`src/hrd_pkg.sv`:
```
// Types, constants and the arctangent table of the route distance block.
package hrd_pkg;

    localparam int CNT_W      = 5;
    localparam int CW         = 35;
    localparam int ZW         = 32;
    localparam int MAG_W      = 35;
    localparam int OPD_W      = 36;
    localparam int MUL_STEPS  = 5;
    localparam int MB_W       = 8 * MUL_STEPS;
    localparam int ACC_W      = MAG_W + MB_W;
    localparam int SQRT_STEPS = 31;
    localparam int SQ_W       = 62;

    localparam logic signed [ZW-1:0] ANG_QUARTER = 32'sd94371840;
    localparam logic signed [ZW-1:0] ANG_HALF    = 32'sd188743680;
    localparam logic signed [ZW-1:0] ANG_FULL    = 32'sd377487360;
    localparam logic signed [CW-1:0] CORDIC_GAIN = 35'sd652032874;
    localparam logic [30:0]          Q30_ONE     = 31'h4000_0000;
    localparam logic [27:0]          PI_OVER_90  = 28'd149922641;
    localparam logic [22:0]          LEG_MAX     = 23'h7F_FFFF;
    localparam logic [31:0]          TOTAL_MAX   = 32'hFFFF_FFFF;

    typedef enum logic [3:0] {
        OP_NONE,
        OP_LOAD,
        OP_ROT_INIT,
        OP_ROT_STEP,
        OP_ROT_SAVE,
        OP_MUL_INIT,
        OP_MUL_STEP,
        OP_MUL_SAVE,
        OP_SQRT_INIT,
        OP_SQRT_STEP,
        OP_SQRT_SAVE,
        OP_VEC_INIT,
        OP_VEC_STEP,
        OP_FINISH
    } dp_op_t;

    typedef enum logic [3:0] {
        JOB_DLAT,
        JOB_DLON,
        JOB_LAT1,
        JOB_LAT2,
        JOB_SH,
        JOB_SL,
        JOB_CC,
        JOB_A,
        JOB_SIN_ROOT,
        JOB_COS_ROOT,
        JOB_VEC,
        JOB_T,
        JOB_LEG
    } job_t;

    typedef enum logic [3:0] {
        ST_IDLE,
        ST_ROT_INIT,
        ST_ROT,
        ST_ROT_SAVE,
        ST_MUL_INIT,
        ST_MUL,
        ST_MUL_SAVE,
        ST_SQRT_INIT,
        ST_SQRT,
        ST_SQRT_SAVE,
        ST_VEC_INIT,
        ST_VEC,
        ST_FINISH
    } state_t;

    typedef struct packed {
        dp_op_t           op;
        job_t             job;
        logic [CNT_W-1:0] idx;
    } dp_cmd_t;

    typedef struct packed {
        logic route_start;
        logic out_busy;
    } dp_stat_t;

    // atan(2^-i) in degrees, scaled by 2^20 and rounded.
    function automatic logic signed [ZW-1:0] atan_lut(input logic [CNT_W-1:0] i);
        logic signed [ZW-1:0] v;
        begin
            case (i)
                5'd0:    v = 32'sd47185920;
                5'd1:    v = 32'sd27855475;
                5'd2:    v = 32'sd14718068;
                5'd3:    v = 32'sd7471121;
                5'd4:    v = 32'sd3750058;
                5'd5:    v = 32'sd1876857;
                5'd6:    v = 32'sd938658;
                5'd7:    v = 32'sd469357;
                5'd8:    v = 32'sd234682;
                5'd9:    v = 32'sd117342;
                5'd10:   v = 32'sd58671;
                5'd11:   v = 32'sd29335;
                5'd12:   v = 32'sd14668;
                5'd13:   v = 32'sd7334;
                5'd14:   v = 32'sd3667;
                5'd15:   v = 32'sd1833;
                5'd16:   v = 32'sd917;
                5'd17:   v = 32'sd458;
                5'd18:   v = 32'sd229;
                5'd19:   v = 32'sd115;
                5'd20:   v = 32'sd57;
                5'd21:   v = 32'sd29;
                5'd22:   v = 32'sd14;
                5'd23:   v = 32'sd7;
                5'd24:   v = 32'sd4;
                5'd25:   v = 32'sd2;
                5'd26:   v = 32'sd1;
                default: v = 32'sd0;
            endcase
            return v;
        end
    endfunction

endpackage

```
`src/hrd_ctrl.sv`:
```
// Sequencer that steps the datapath through the haversine evaluation.
module hrd_ctrl #(
    parameter int CORDIC_ITERATIONS = 24
) (
    input  logic              clk,
    input  logic              rst_n,
    input  logic              in_valid,
    output logic              in_ready,
    output hrd_pkg::dp_cmd_t  cmd,
    input  hrd_pkg::dp_stat_t stat
);
    import hrd_pkg::*;

    localparam logic [CNT_W-1:0] ROT_LAST  = CNT_W'(CORDIC_ITERATIONS - 1);
    localparam logic [CNT_W-1:0] MUL_LAST  = CNT_W'(MUL_STEPS - 1);
    localparam logic [CNT_W-1:0] SQRT_LAST = CNT_W'(SQRT_STEPS - 1);

    state_t           state_reg, state_next;
    job_t             job_reg, job_next;
    logic [CNT_W-1:0] cnt_reg, cnt_next;

    always_ff @(posedge clk or negedge rst_n)
    begin
        if (!rst_n)
        begin
            state_reg <= ST_IDLE;
            job_reg   <= JOB_DLAT;
            cnt_reg   <= '0;
        end
        else
        begin
            state_reg <= state_next;
            job_reg   <= job_next;
            cnt_reg   <= cnt_next;
        end
    end

    always_comb
    begin
        state_next = state_reg;
        job_next   = job_reg;
        cnt_next   = cnt_reg;
        in_ready   = 1'b0;
        cmd.op     = OP_NONE;
        cmd.job    = job_reg;
        cmd.idx    = cnt_reg;
        case (state_reg)
            ST_IDLE:
            begin
                in_ready = 1'b1;
                if (in_valid)
                begin
                    cmd.op = OP_LOAD;
                    if (stat.route_start)
                        state_next = ST_FINISH;
                    else
                    begin
                        state_next = ST_ROT_INIT;
                        job_next   = JOB_DLAT;
                    end
                end
            end
            ST_ROT_INIT:
            begin
                cmd.op     = OP_ROT_INIT;
                cnt_next   = '0;
                state_next = ST_ROT;
            end
            ST_ROT:
            begin
                cmd.op = OP_ROT_STEP;
                if (cnt_reg == ROT_LAST)
                    state_next = ST_ROT_SAVE;
                else
                    cnt_next = cnt_reg + 1'b1;
            end
            ST_ROT_SAVE:
            begin
                cmd.op     = OP_ROT_SAVE;
                state_next = ST_ROT_INIT;
                case (job_reg)
                    JOB_DLAT: job_next = JOB_DLON;
                    JOB_DLON: job_next = JOB_LAT1;
                    JOB_LAT1: job_next = JOB_LAT2;
                    default:
                    begin
                        job_next   = JOB_SH;
                        state_next = ST_MUL_INIT;
                    end
                endcase
            end
            ST_MUL_INIT:
            begin
                cmd.op     = OP_MUL_INIT;
                cnt_next   = '0;
                state_next = ST_MUL;
            end
            ST_MUL:
            begin
                cmd.op = OP_MUL_STEP;
                if (cnt_reg == MUL_LAST)
                    state_next = ST_MUL_SAVE;
                else
                    cnt_next = cnt_reg + 1'b1;
            end
            ST_MUL_SAVE:
            begin
                cmd.op     = OP_MUL_SAVE;
                state_next = ST_MUL_INIT;
                case (job_reg)
                    JOB_SH: job_next = JOB_SL;
                    JOB_SL: job_next = JOB_CC;
                    JOB_CC: job_next = JOB_A;
                    JOB_A:
                    begin
                        job_next   = JOB_SIN_ROOT;
                        state_next = ST_SQRT_INIT;
                    end
                    JOB_T:  job_next = JOB_LEG;
                    default: state_next = ST_FINISH;
                endcase
            end
            ST_SQRT_INIT:
            begin
                cmd.op     = OP_SQRT_INIT;
                cnt_next   = '0;
                state_next = ST_SQRT;
            end
            ST_SQRT:
            begin
                cmd.op = OP_SQRT_STEP;
                if (cnt_reg == SQRT_LAST)
                    state_next = ST_SQRT_SAVE;
                else
                    cnt_next = cnt_reg + 1'b1;
            end
            ST_SQRT_SAVE:
            begin
                cmd.op = OP_SQRT_SAVE;
                if (job_reg == JOB_SIN_ROOT)
                begin
                    job_next   = JOB_COS_ROOT;
                    state_next = ST_SQRT_INIT;
                end
                else
                begin
                    job_next   = JOB_VEC;
                    state_next = ST_VEC_INIT;
                end
            end
            ST_VEC_INIT:
            begin
                cmd.op     = OP_VEC_INIT;
                cnt_next   = '0;
                state_next = ST_VEC;
            end
            ST_VEC:
            begin
                cmd.op = OP_VEC_STEP;
                if (cnt_reg == ROT_LAST)
                begin
                    job_next   = JOB_T;
                    state_next = ST_MUL_INIT;
                end
                else
                    cnt_next = cnt_reg + 1'b1;
            end
            ST_FINISH:
            begin
                if (!stat.out_busy)
                begin
                    cmd.op     = OP_FINISH;
                    state_next = ST_IDLE;
                end
            end
            default:
                state_next = ST_IDLE;
        endcase
    end

endmodule

```
`src/hrd_datapath.sv`:
```
// Shared CORDIC stage, byte-serial multiplier, square root and route totals.
module hrd_datapath (
    input  logic               clk,
    input  logic               rst_n,
    input  logic signed [23:0] north_deg,
    input  logic signed [24:0] west_deg,
    input  logic               first_point,
    input  logic               cfg_valid,
    input  logic [12:0]        cfg_data,
    input  logic               out_ready,
    output logic               out_valid,
    output logic [22:0]        leg_distance,
    output logic [31:0]        route_total,
    output logic               total_saturated,
    input  hrd_pkg::dp_cmd_t   cmd,
    output hrd_pkg::dp_stat_t  stat
);
    import hrd_pkg::*;

    logic [12:0]        radius_reg;
    logic               have_prev_reg;
    logic signed [23:0] prev_n_reg, cur_n_reg;
    logic signed [24:0] prev_w_reg, cur_w_reg;
    logic               start_reg;

    logic signed [CW-1:0] rx_reg, ry_reg;
    logic signed [ZW-1:0] rz_reg;
    logic                 flip_reg;

    logic signed [CW-1:0] s1_reg, s2_reg, c1_reg, c2_reg, sh_reg, sl_reg, cc_reg;
    logic [30:0]          a_reg, rs_reg, rc_reg;

    logic [MAG_W-1:0] ma_reg;
    logic [MB_W-1:0]  mb_reg;
    logic             msign_reg;
    logic [ACC_W-1:0] acc_reg;

    logic [SQ_W-1:0] rem_reg, root_reg;
    logic [33:0]     t_reg;
    logic [22:0]     leg_reg;

    logic [31:0] total_reg;
    logic        clip_reg;
    logic        out_valid_reg;
    logic [22:0] out_leg_reg;
    logic [31:0] out_total_reg;
    logic        out_sat_reg;

    // Angle selection and reduction to [-90, 90] degrees.
    logic signed [24:0] d_lat;
    logic signed [25:0] d_lon;
    logic signed [29:0] ang_raw;
    logic signed [ZW-1:0] ang_w, ang_f;
    logic                 ang_flip;

    always_comb
    begin
        d_lat = 25'(prev_n_reg) - 25'(cur_n_reg);
        d_lon = 26'(prev_w_reg) - 26'(cur_w_reg);
        case (cmd.job)
            JOB_DLAT: ang_raw = 30'(d_lat) <<< 3;
            JOB_DLON: ang_raw = 30'(d_lon) <<< 3;
            JOB_LAT1: ang_raw = 30'(prev_n_reg) <<< 4;
            default:  ang_raw = 30'(cur_n_reg) <<< 4;
        endcase
        ang_w = ZW'(ang_raw);
        if (ang_w >= ANG_HALF)
            ang_w = ang_w - ANG_FULL;
        else if (ang_w < -ANG_HALF)
            ang_w = ang_w + ANG_FULL;
        ang_flip = 1'b0;
        ang_f    = ang_w;
        if (ang_w > ANG_QUARTER)
        begin
            ang_f    = ANG_HALF - ang_w;
            ang_flip = 1'b1;
        end
        else if (ang_w < -ANG_QUARTER)
        begin
            ang_f    = -ANG_HALF - ang_w;
            ang_flip = 1'b1;
        end
    end

    // One CORDIC micro-rotation per cycle.
    logic signed [CW-1:0] dx, dy;
    logic signed [ZW-1:0] at;

    always_comb
    begin
        dx = ry_reg >>> cmd.idx;
        dy = rx_reg >>> cmd.idx;
        at = atan_lut(cmd.idx);
    end

    // Multiplier operands and clamped half central angle.
    logic [26:0]           zq;
    logic signed [OPD_W-1:0] opd_a, opd_b, neg_a, neg_b;
    logic [MAG_W-1:0]      mag_a, mag_b;

    always_comb
    begin
        if (rz_reg < 0)
            zq = '0;
        else if (rz_reg > ANG_QUARTER)
            zq = 27'(ANG_QUARTER);
        else
            zq = 27'(rz_reg);
        case (cmd.job)
            JOB_SH:
            begin
                opd_a = OPD_W'(s1_reg);
                opd_b = OPD_W'(s1_reg);
            end
            JOB_SL:
            begin
                opd_a = OPD_W'(s2_reg);
                opd_b = OPD_W'(s2_reg);
            end
            JOB_CC:
            begin
                opd_a = OPD_W'(c1_reg);
                opd_b = OPD_W'(c2_reg);
            end
            JOB_A:
            begin
                opd_a = OPD_W'(cc_reg);
                opd_b = OPD_W'(sl_reg);
            end
            JOB_T:
            begin
                opd_a = OPD_W'(zq);
                opd_b = OPD_W'(PI_OVER_90);
            end
            JOB_LEG:
            begin
                opd_a = OPD_W'(t_reg);
                opd_b = OPD_W'(radius_reg);
            end
            default:
            begin
                opd_a = '0;
                opd_b = '0;
            end
        endcase
        neg_a = -opd_a;
        neg_b = -opd_b;
        mag_a = opd_a[OPD_W-1] ? MAG_W'(neg_a) : MAG_W'(opd_a);
        mag_b = opd_b[OPD_W-1] ? MAG_W'(neg_b) : MAG_W'(opd_b);
    end

    // Byte-serial partial product.
    logic [7:0]         mb_byte;
    logic [MAG_W+7:0]   pp;
    logic [ACC_W-1:0]   acc_add;

    always_comb
    begin
        mb_byte = 8'(mb_reg >> {cmd.idx, 3'b000});
        pp      = (MAG_W + 8)'(ma_reg) * (MAG_W + 8)'(mb_byte);
        acc_add = ACC_W'(pp) << {cmd.idx, 3'b000};
    end

    // Product post-processing.
    logic signed [ACC_W:0]   prod_s, q30_full;
    logic signed [CW-1:0]    q30;
    logic signed [CW+1:0]    a_sum;
    logic [30:0]             a_clamp;
    logic [ACC_W-1:0]        t_full, leg_full;
    logic [22:0]             leg_clamp;

    always_comb
    begin
        prod_s   = msign_reg ? -$signed({1'b0, acc_reg}) : $signed({1'b0, acc_reg});
        q30_full = prod_s >>> 30;
        q30      = CW'(q30_full);
        a_sum    = (CW + 2)'(sh_reg) + (CW + 2)'(q30);
        if (a_sum < 0)
            a_clamp = '0;
        else if (a_sum > (CW + 2)'(Q30_ONE))
            a_clamp = Q30_ONE;
        else
            a_clamp = 31'(a_sum);
        t_full   = (acc_reg + (ACC_W'(1) << 19)) >> 20;
        leg_full = (acc_reg + (ACC_W'(1) << 23)) >> 24;
        if (leg_full > ACC_W'(LEG_MAX))
            leg_clamp = LEG_MAX;
        else
            leg_clamp = 23'(leg_full);
    end

    // Square root, two radicand bits per cycle.
    logic [SQ_W-1:0] sq_bit, sq_sum;
    logic [5:0]      sq_shift;

    always_comb
    begin
        sq_shift = 6'd60 - {cmd.idx, 1'b0};
        sq_bit   = SQ_W'(1) << sq_shift;
        sq_sum   = root_reg + sq_bit;
    end

    // Route accumulation.
    logic [32:0] total_sum;

    always_comb
    begin
        total_sum = 33'(total_reg) + 33'(leg_reg);
    end

    always_ff @(posedge clk or negedge rst_n)
    begin
        if (!rst_n)
        begin
            radius_reg    <= 13'd3959;
            have_prev_reg <= 1'b0;
            total_reg     <= '0;
            clip_reg      <= 1'b0;
            out_valid_reg <= 1'b0;
        end
        else
        begin
            if (cfg_valid)
                radius_reg <= cfg_data;
            if (out_valid_reg && out_ready)
                out_valid_reg <= 1'b0;
            if (cmd.op == OP_FINISH)
            begin
                have_prev_reg <= 1'b1;
                out_valid_reg <= 1'b1;
                if (start_reg)
                begin
                    total_reg <= '0;
                    clip_reg  <= 1'b0;
                end
                else if (total_sum[32])
                begin
                    total_reg <= TOTAL_MAX;
                    clip_reg  <= 1'b1;
                end
                else
                    total_reg <= total_sum[31:0];
            end
        end
    end

    always_ff @(posedge clk)
    begin
        case (cmd.op)
            OP_LOAD:
            begin
                cur_n_reg <= north_deg;
                cur_w_reg <= west_deg;
                start_reg <= first_point | ~have_prev_reg;
            end
            OP_ROT_INIT:
            begin
                rx_reg   <= CORDIC_GAIN;
                ry_reg   <= '0;
                rz_reg   <= ang_f;
                flip_reg <= ang_flip;
            end
            OP_ROT_STEP:
            begin
                if (rz_reg >= 0)
                begin
                    rx_reg <= rx_reg - dx;
                    ry_reg <= ry_reg + dy;
                    rz_reg <= rz_reg - at;
                end
                else
                begin
                    rx_reg <= rx_reg + dx;
                    ry_reg <= ry_reg - dy;
                    rz_reg <= rz_reg + at;
                end
            end
            OP_ROT_SAVE:
            begin
                case (cmd.job)
                    JOB_DLAT: s1_reg <= ry_reg;
                    JOB_DLON: s2_reg <= ry_reg;
                    JOB_LAT1: c1_reg <= flip_reg ? -rx_reg : rx_reg;
                    default:  c2_reg <= flip_reg ? -rx_reg : rx_reg;
                endcase
            end
            OP_MUL_INIT:
            begin
                ma_reg    <= mag_a;
                mb_reg    <= MB_W'(mag_b);
                msign_reg <= opd_a[OPD_W-1] ^ opd_b[OPD_W-1];
                acc_reg   <= '0;
            end
            OP_MUL_STEP:
                acc_reg <= acc_reg + acc_add;
            OP_MUL_SAVE:
            begin
                case (cmd.job)
                    JOB_SH:  sh_reg  <= q30;
                    JOB_SL:  sl_reg  <= q30;
                    JOB_CC:  cc_reg  <= q30;
                    JOB_A:   a_reg   <= a_clamp;
                    JOB_T:   t_reg   <= 34'(t_full);
                    default: leg_reg <= leg_clamp;
                endcase
            end
            OP_SQRT_INIT:
            begin
                root_reg <= '0;
                if (cmd.job == JOB_SIN_ROOT)
                    rem_reg <= SQ_W'(a_reg) << 30;
                else
                    rem_reg <= SQ_W'(Q30_ONE - a_reg) << 30;
            end
            OP_SQRT_STEP:
            begin
                if (rem_reg >= sq_sum)
                begin
                    rem_reg  <= rem_reg - sq_sum;
                    root_reg <= (root_reg >> 1) + sq_bit;
                end
                else
                    root_reg <= root_reg >> 1;
            end
            OP_SQRT_SAVE:
            begin
                if (cmd.job == JOB_SIN_ROOT)
                    rs_reg <= 31'(root_reg);
                else
                    rc_reg <= 31'(root_reg);
            end
            OP_VEC_INIT:
            begin
                rx_reg <= CW'(rc_reg);
                ry_reg <= CW'(rs_reg);
                rz_reg <= '0;
            end
            OP_VEC_STEP:
            begin
                if (ry_reg > 0)
                begin
                    rx_reg <= rx_reg + dx;
                    ry_reg <= ry_reg - dy;
                    rz_reg <= rz_reg + at;
                end
                else
                begin
                    rx_reg <= rx_reg - dx;
                    ry_reg <= ry_reg + dy;
                    rz_reg <= rz_reg - at;
                end
            end
            OP_FINISH:
            begin
                prev_n_reg <= cur_n_reg;
                prev_w_reg <= cur_w_reg;
                if (start_reg)
                begin
                    out_leg_reg   <= '0;
                    out_total_reg <= '0;
                    out_sat_reg   <= 1'b0;
                end
                else
                begin
                    out_leg_reg   <= leg_reg;
                    out_total_reg <= total_sum[32] ? TOTAL_MAX : total_sum[31:0];
                    out_sat_reg   <= clip_reg | total_sum[32];
                end
            end
            default:
            begin
            end
        endcase
    end

    assign stat.route_start = first_point | ~have_prev_reg;
    assign stat.out_busy    = out_valid_reg & ~out_ready;
    assign out_valid        = out_valid_reg;
    assign leg_distance     = out_leg_reg;
    assign route_total      = out_total_reg;
    assign total_saturated  = out_sat_reg;

endmodule

```
`src/haversine_route_distance.sv`:
```
// Top level of the haversine route distance block.
// Waypoints enter one transaction at a time on the slave stream and each
// one returns exactly one result transaction on the master stream. A
// waypoint that starts a route (tuser set, or the first since reset) gives
// a zero leg with the total cleared. Any other waypoint goes through four
// sine/cosine passes and one arctangent pass that share a single
// iterative CORDIC stage, six products through one byte-serial multiplier,
// and two square roots that resolve two radicand bits per cycle. A
// finished result waits in an output register, so the next waypoint is
// taken while the previous result is still pending.
// The earth radius register is written through the cfg channel, which is
// always ready, and should only be changed while the block is idle.
module haversine_route_distance #(
    parameter int CORDIC_ITERATIONS = 24
) (
    input  logic        clk,
    input  logic        rst_n,
    input  logic        s_tvalid,
    output logic        s_tready,
    input  logic [55:0] s_tdata,   // north_deg [23:0], west_deg [48:24], zero fill
    input  logic        s_tuser,   // first_point
    output logic        m_tvalid,
    input  logic        m_tready,
    output logic [55:0] m_tdata,   // leg_distance [22:0], route_total [54:23], zero fill
    output logic        m_tuser,   // total_saturated
    input  logic        cfg_valid,
    output logic        cfg_ready,
    input  logic [12:0] cfg_data   // earth_radius_miles
);
    import hrd_pkg::*;

    dp_cmd_t     cmd;
    dp_stat_t    stat;
    logic [22:0] leg_distance;
    logic [31:0] route_total;

    // The controller issues one datapath command per cycle.
    hrd_ctrl #(
        .CORDIC_ITERATIONS(CORDIC_ITERATIONS)
    ) u_ctrl (
        .clk      (clk),
        .rst_n    (rst_n),
        .in_valid (s_tvalid),
        .in_ready (s_tready),
        .cmd      (cmd),
        .stat     (stat)
    );

    hrd_datapath u_datapath (
        .clk             (clk),
        .rst_n           (rst_n),
        .north_deg       ($signed(s_tdata[23:0])),
        .west_deg        ($signed(s_tdata[48:24])),
        .first_point     (s_tuser),
        .cfg_valid       (cfg_valid),
        .cfg_data        (cfg_data),
        .out_ready       (m_tready),
        .out_valid       (m_tvalid),
        .leg_distance    (leg_distance),
        .route_total     (route_total),
        .total_saturated (m_tuser),
        .cmd             (cmd),
        .stat            (stat)
    );

    // The radius register accepts a write in every cycle.
    assign cfg_ready = 1'b1;
    assign m_tdata   = {1'b0, route_total, leg_distance};

endmodule

```
`config.mk`:
```
export PLATFORM = sky130hd
export DESIGN_NAME = haversine_route_distance
export DESIGN_NICKNAME = d
export VERILOG_FILES = /design/src/hrd_pkg.sv /design/src/hrd_ctrl.sv /design/src/hrd_datapath.sv /design/src/haversine_route_distance.sv
export SDC_FILE = /design/constraint.sdc
export NUM_CORES = 2
export LEC_CHECK = 0
export ABC_AREA = 1
export CORE_MARGIN = 5
export CORE_UTILIZATION = 49
export CTS_BUF_LIST = sky130_fd_sc_hd__clkbuf_16
export CTS_CLUSTER_SIZE = 12
export DETAILED_ROUTE_END_ITERATION = 16
export DONT_BUFFER_PORTS = 1
export PLACE_DENSITY = 0.67
export SLEW_MARGIN = 15
export SYNTH_ARGS = -nofsm -noshare
export SYNTH_HDL_FRONTEND = slang
export SYNTH_SLANG_ARGS = --single-unit
```
`constraint.sdc`:
```
create_clock -name clk -period 15.35 [get_ports clk]
set_clock_uncertainty 0.2 [all_clocks]
set_input_delay 0 -clock clk [delete_from_list [all_inputs] [get_ports clk]]
set_output_delay 0 -clock clk [all_outputs]
set_load 0.03 [all_outputs]
```
# Word-level counts from Yosys, hierarchy flattened
# Memories as Yosys holds them, arrays and structs flattened.
# Cells that the tools add are included.
# W data, S select, Z words.
dict set report totals {
  rom_bits 832
  out_inout_bits 60
  word_cells 238
  in_bits 75
  reg_bits 984
  mem_count 1
}
dict set report op_classes {
  mul 1
  n_shift 5
  reduce_logical 33
  addsub 27
  mux 62
  magnitude_cmp 12
  bitwise_logic 9
  eq_ne 49
}
# name words word_bits rd rd_clocked_by_memory_dff write_ports line
set mem_list {}
lappend mem_list {{(name not given)} 32 26 1 0 0 hrd_pkg.sv:88} ;# case (i)
# cell n
set ops {}
lappend ops {{$pmux W36 S6} 2}
lappend ops {{$pmux W35 S4} 2}
lappend ops {{$mux W32} 8}
lappend ops {{$pmux W62 S2} 2}
lappend ops {{$mux W35} 7}
lappend ops {{$mux W62} 3}
lappend ops {{$pmux W75 S2} 1}
lappend ops {{$pmux W32 S4} 1}
lappend ops {{$neg A35 Y35} 3}
lappend ops {{$pmux W4 S13} 2}
lappend ops {{$pmux W30 S3} 1}
lappend ops {{$add A75 B24 Y75 const B} 1}
lappend ops {{$add A75 B75 Y75} 1}
lappend ops {{$shl A43 B8 Y75} 1}
lappend ops {{$add A35 B35 Y35} 2}
lappend ops {{$sshr A35 B5 Y35} 2}
lappend ops {{$sub A35 B35 Y35} 2}
lappend ops {{$mux W65} 1}
lappend ops {{$neg A65 Y65} 1}
lappend ops {{$gt A32 B28 Y1 const B} 2}
lappend ops {{$sub A29 B32 Y32 const A} 2}
lappend ops {{$add A61 B62 Y62} 1}
lappend ops {{$add A62 B62 Y62} 1}
lappend ops {{$ge A62 B62 Y1} 1}
lappend ops {{62 further kinds} 148}

# Logic depth before layout (Yosys ltp)
dict set report logic_depth {
  ltp_word 9
  ltp_mapped 62
  depth_no_buf 62
}

# By module
# Synthesis repeated with hierarchy kept, for this count alone.
dict set report hier_totals {
  hier_cells 12298
  hier_area_um2 90212.8
}
# mod n_inst seq_area_each_um2 area_each_um2 cells_each
set modules_own_cells {}
lappend modules_own_cells {hrd_datapath 1 28930.2 88827.7 12065}
lappend modules_own_cells {hrd_ctrl 1 325.3 1362.6 229}
lappend modules_own_cells {haversine_route_distance 1 0.0 22.5 4}

# Worst setup path after synthesis
# Ideal clock, no wire load.
dict set report synth_path {
  kind {register to register}
  startpoint {register u_ctrl.cnt_reg[1]}
  endpoint {register u_datapath.rem_reg[0] (enable)}
  synth_period_minus_slack_ns 11.514
  setup_time_ns 0.568
  n_path_buf 5
  setup_slack_ns 3.836
  t_required_ns 14.582
  arrival_time_ns 10.747
  stages_incl_launch_ff 43
  cell_sequence {dfrtp_1 clkbuf_1 inv_1 clkbuf_1 clkbuf_1 clkbuf_1 buf_1 ha_1 nand3_1 nor2_1 ha_1 nand2_1 a21oi_1 nand2_1 a21oi_1 nand2_1 a21oi_1 nand2_1 [... 7 more ...] a21oi_1 o21ai_0 a21boi_1 o21ai_0 xnor2_1 ha_1 nand2_1 nor2_1 inv_1 nor2_1 inv_1 nor2_1 inv_1 nor4_1 nand4_1 nand3_1 inv_1 o21ai_0}
}
dict set report synth_via {
  elab_chain_len 6
}
# element line
set synth_lines {}
lappend synth_lines {{start: declaration} hrd_ctrl.sv:20} ;# logic [CNT_W-1:0] cnt_reg, cnt_next;
lappend synth_lines {{start signal: assignment} hrd_ctrl.sv:34} ;# cnt_reg <= cnt_next;
lappend synth_lines {{$sub A6 B6 Y6} hrd_datapath.sv:198} ;# sq_shift = 6'd60 - {cmd.idx, 1'b0};
lappend synth_lines {{$shl A1 B6 Y62} hrd_datapath.sv:199} ;# sq_bit = SQ_W'(1) << sq_shift;
lappend synth_lines {{$add A62 B62 Y62} hrd_datapath.sv:200} ;# sq_sum = root_reg + sq_bit;
lappend synth_lines {{$ge A62 B62 Y1} hrd_datapath.sv:317} ;# if (rem_reg >= sq_sum)
lappend synth_lines {{$ne A2 B1 Y1 (no source line)} --}
lappend synth_lines {{$reduce_and A2 Y1 (no source line)} --}
lappend synth_lines {{end signal: assignment} hrd_datapath.sv:311} ;# rem_reg <= SQ_W'(a_reg) << 30;
lappend synth_lines {{end signal: assignment} hrd_datapath.sv:313} ;# rem_reg <= SQ_W'(Q30_ONE - a_reg) << 30;
lappend synth_lines {{end signal: assignment} hrd_datapath.sv:319} ;# rem_reg <= rem_reg - sq_sum;
lappend synth_lines {{end: declaration} hrd_datapath.sv:38} ;# logic [SQ_W-1:0] rem_reg, root_reg;
# Every way passes these cells.
# A chain may end at the register's enable or synchronous reset.

# Worst setup path after layout
dict set report layout_path {
  startpoint {register u_ctrl.cnt_reg[3]}
  endpoint {register u_datapath.acc_reg[74], data pin}
}
dict set report layout_via {
  elab_chain_len 5
}
# element line
set layout_lines {}
lappend layout_lines {{$shr A35 B8 Y8} hrd_datapath.sv:159} ;# mb_byte = 8'(mb_reg >> {cmd.idx, 3'b000});
lappend layout_lines {{$mul A35 B8 Y43} hrd_datapath.sv:160} ;# pp = (MAG_W + 8)'(ma_reg) * (MAG_W + 8)'(mb_byte);
lappend layout_lines {{$shl A43 B8 Y75 *} hrd_datapath.sv:161} ;# acc_add = ACC_W'(pp) << {cmd.idx, 3'b000};
lappend layout_lines {{$add A75 B75 Y75 *} hrd_datapath.sv:295} ;# acc_reg <= acc_reg + acc_add;
lappend layout_lines {{$pmux W75 S2 *} hrd_datapath.sv:249} ;# case (cmd.op)
lappend layout_lines {{end signal: assignment} hrd_datapath.sv:295}
lappend layout_lines {{end: declaration} hrd_datapath.sv:36} ;# logic [ACC_W-1:0] acc_reg;
# Every way passes the cells marked *; elsewhere a longest branch is shown, timed or not.

==> impl_metrics.py <==
metrics = {
    "die": {
        "die_area_um2": 192000,
        "initial_utilization_pct": 49.2,
        "io_pins": 135,
        "num_rows": 157,
        "die_y_um": 439,
        "dieWidth_um": 439,
        "core_um2": 183000,
    },
    "synth": {
        "synth_enable_flop_cells": 923,
        "yosysWarnings": 0,
        "syn_inst": 12283,
        "post_synth.cell_area_avg_um2": 7.33,
        "syn_nets": 13148,
        "synth_area_um2": 90000,
        "async_flop_share_pct": 6.20,
        "yosys.cell_types.count": 87,
        "synth-seq-cells": 984,
        "synth_ff_type": "edfxtp_1",
        "yosysSeqAreaShare_pct": 32.5,
    },
    "grt": {
        "grt_usage_pct": 34.5,
        "grt_antenna_before_repair": 10,
        "grt_pass1_wl_um": 507000,
        "grt_max_degree": 104,
        "grt_pass1_vias": 81924,
        "grt.overflow.total": 0,
    },
    "worst_setup_path": {
        "critPathLaunchType": "flop",
        "cp_slowest_cell": "nor2_1",
        "r2r_cells": 53,
        "cpMostUsedCell": "nand2_1",
        "cp.required_ns": 15.73,
        "arrival_ns": 13.07,
        "max_stage_delay_ns": 0.73,
        "cp-end-kind": "flop",
        "crit_path_end": "u_datapath.acc_reg[74]",
        "reg2reg_setup_slack_ns": 2.66,
        "critPathMaxFanout": 25,
        "r2r-end": "u_datapath.acc_reg[74]",
        "crit_path_start": "u_ctrl.cnt_reg[3]",
        "crit_type": "reg -> reg",
        "r2r-start": "u_ctrl.cnt_reg[3]",
    },
    "placed_design": {
        "port-buffer-count": 0,
        "routabilityCongestion": 1.03,
        "dp_hpwl_um": 270000,
    },
    "clock_network": {
        "cts_inserted_buffers": 117,
        "htreeDepth": 3,
        "cts_sinks": 984,
        "cts_tree": "built",
        "insertion_delay_ns": 0.84,
        "path_clk_slew_ns": 0.06,
        "cts_buffer_depth": 3,
        "cts-resized-gates": 0,
        "clockRootBuffer": "clkbuf_16",
    },
    "min_path": {
        "worstHoldPathType": "in -> reg",
    },
    "cells_and_area": {
        "layout.nets": 13139,
        "layout-drive-gt1-share_pct": 4.36,
        "seq_area_um2": 29300,
        "utilization_pct": 53.5,
        "fillers": 17683,
        "area_growth_pct": 8.65,
        "multi_input_area_um2": 52200,
        "largest_reg_flops": 75,
    },
    "timing": {
        "finalHoldViolations": 0,
        "drv_slew": 0,
        "setup_tns_ns": 0,
        "worstMarginPinSlew_ns": 1.34,
        "period_needed_ns": 12.69,
        "rsz0062_at_grt": "false",
        "fmax_ghz": 0.0788,
        "setup-violations-final": 0,
        "max_slew_margin_pct": 10.2,
        "finalCritPeriodShare_pct": 82.7,
    },
    "detailed_routing": {
        "routed_wl_um": 343000,
        "firstDrtPassIters": 7,
        "vias": 86481,
        "wl_per_cell_um": 23.1,
        "ant_nets": 0,
        "drtIter0Drc": 8744,
        "drcViolationCount": 0,
        "via_per_inst": 5.83,
    },
    "outcome": {
        "outcome": "finished clean",
    },
    "run": {
        "maxCapViolCount": 0,
    },
}
[stage by stage]
stage / cell area (µm²) / setup WS (ns) / std cells / hold WS, ns
4_1_cts: 97800 / 2.79 / 14834 / 0.0333
6_report: 97800 / 2.66 / 14840 / 0.0671
3_3_place_gp: 92600 / 2.83 / 14486 / -0.491
5_1_grt: 97800 / 1.87 / 14834 / 0.0478
3_5_place_dp: 92600 / 2.80 / 14486 / -0.490
2_1_floorplan: 90000 / 3.84 / 12283 / -0.496
[synth_stat cells (51+ instances only)]
library cell,n,area [µm²]
nand2_1,2612,9800
inv_1,1904,7150
nor2_1,1295,4860
a21oi_1,1005,5030
edfxtp_1,923,27700
o21ai_0,903,4520
nand3_1,606,3030
ha_1,580,7260
xor2_1,315,2760
clkbuf_1,255,957
fa_1,210,4200
nor3_1,174,871
nand4_1,131,820
xnor2_1,120,1050
a31oi_1,114,713
nor4_1,81,507
or2_2,65,407
o21a_1,57,428
mux2i_1,55,551
dfrtp_1,51,1280
o211ai_1,51,383
[worst max-delay path: cells and delay by family, from the launching register on]
family	cells	cell delay [ns]
and+or+nand+nor	26	4.09
adders and majority gates	6	2.93
AOI/OAI and AO/OA	9	2.64
buffers and inverters	10	1.85
DFF	1	0.41
xor gates and xnor gates	2	0.34
[per-layer routing]
layer	vias up	wire length [µm]	track usage (%)
met2	3673	158000	56.5
li1	40856	-	-
met3	693	26900	5.08
met1	41255	138000	44.5
met5	-	27	0
met4	4	20200	17.6
[layout by cell type, fill, tap and decap left out, types with 33 or more instances in the layout]
cell	n
a211oi_1	34
a21oi_1	1005
a221oi_1	38
a22o_1	35
a31oi_1	113
buf_4	93
clkbuf_16	117
clkinv_1	35
dfrtp_1	47
dlygate4sd3_1	131
edfxtp_1	923
fa_1	210
ha_1	580
inv_1	1920
inv_2	47
mux2i_1	55
nand2_1	2609
nand3_1	604
nand3b_1	43
nand4_1	131
nor2_1	1273
nor3_1	173
nor4_1	80
o211ai_1	51
o21a_1	57
o21ai_0	900
o221ai_1	33
o22ai_1	45
or2_2	65
xnor2_1	120
xor2_1	315
[what timing repair did]
item,in CTS,in global routing
setup buffers,0,0
hold endpoints to repair,185,0
hold buffers,133,0
[area by class of cell]
cell class,instances,share of cell area [%]
Antenna cell,6,0.0153
Clock buffer,117,2.99
Clock inverter,98,0.946
Inverter,1966,7.55
Multi-Input combinational cell,8979,53.3
Sequential cell,984,29.9
Tap cell,2464,3.15
Timing Repair Buffer,226,2.11
[kinds of logic (layout without fill, tap and decap cells)]
family | after synthesis | count (layout) | share of synthesized area, %
AND/OR/NAND/NOR | 5166 | 5166 | 24.3
AO/OA/AOI/OAI | 2529 | 2529 | 15.8
buffers and inverters | 2320 | 2407 | 9.82
flip-flops | 984 | 984 | 32.5
adder cells (fa/ha/maj) | 790 | 790 | 12.7
XOR/XNOR | 435 | 435 | 4.23
multiplexers | 57 | 57 | 0.636
other | 2 | 8 | 0.00834
[worst min-delay path by stage]
stage          slack (ns)  cells after the start    start              endpoint
2_1_floorplan       -0.50                      0    rst_n     u_ctrl.cnt_reg[0]
3_3_place_gp        -0.49                      0    rst_n  u_datapath.out_valid
3_5_place_dp        -0.49                      0    rst_n  u_datapath.out_valid
4_1_cts              0.03                      3  s_tuser  u_datapath.start_reg
5_1_grt              0.05                      3  s_tuser  u_datapath.start_reg
6_report             0.07                      3  s_tuser  u_datapath.start_reg
Power is not shown: default switching activity piles up to over one toggle a cycle in this logic, so the estimate is an artifact.
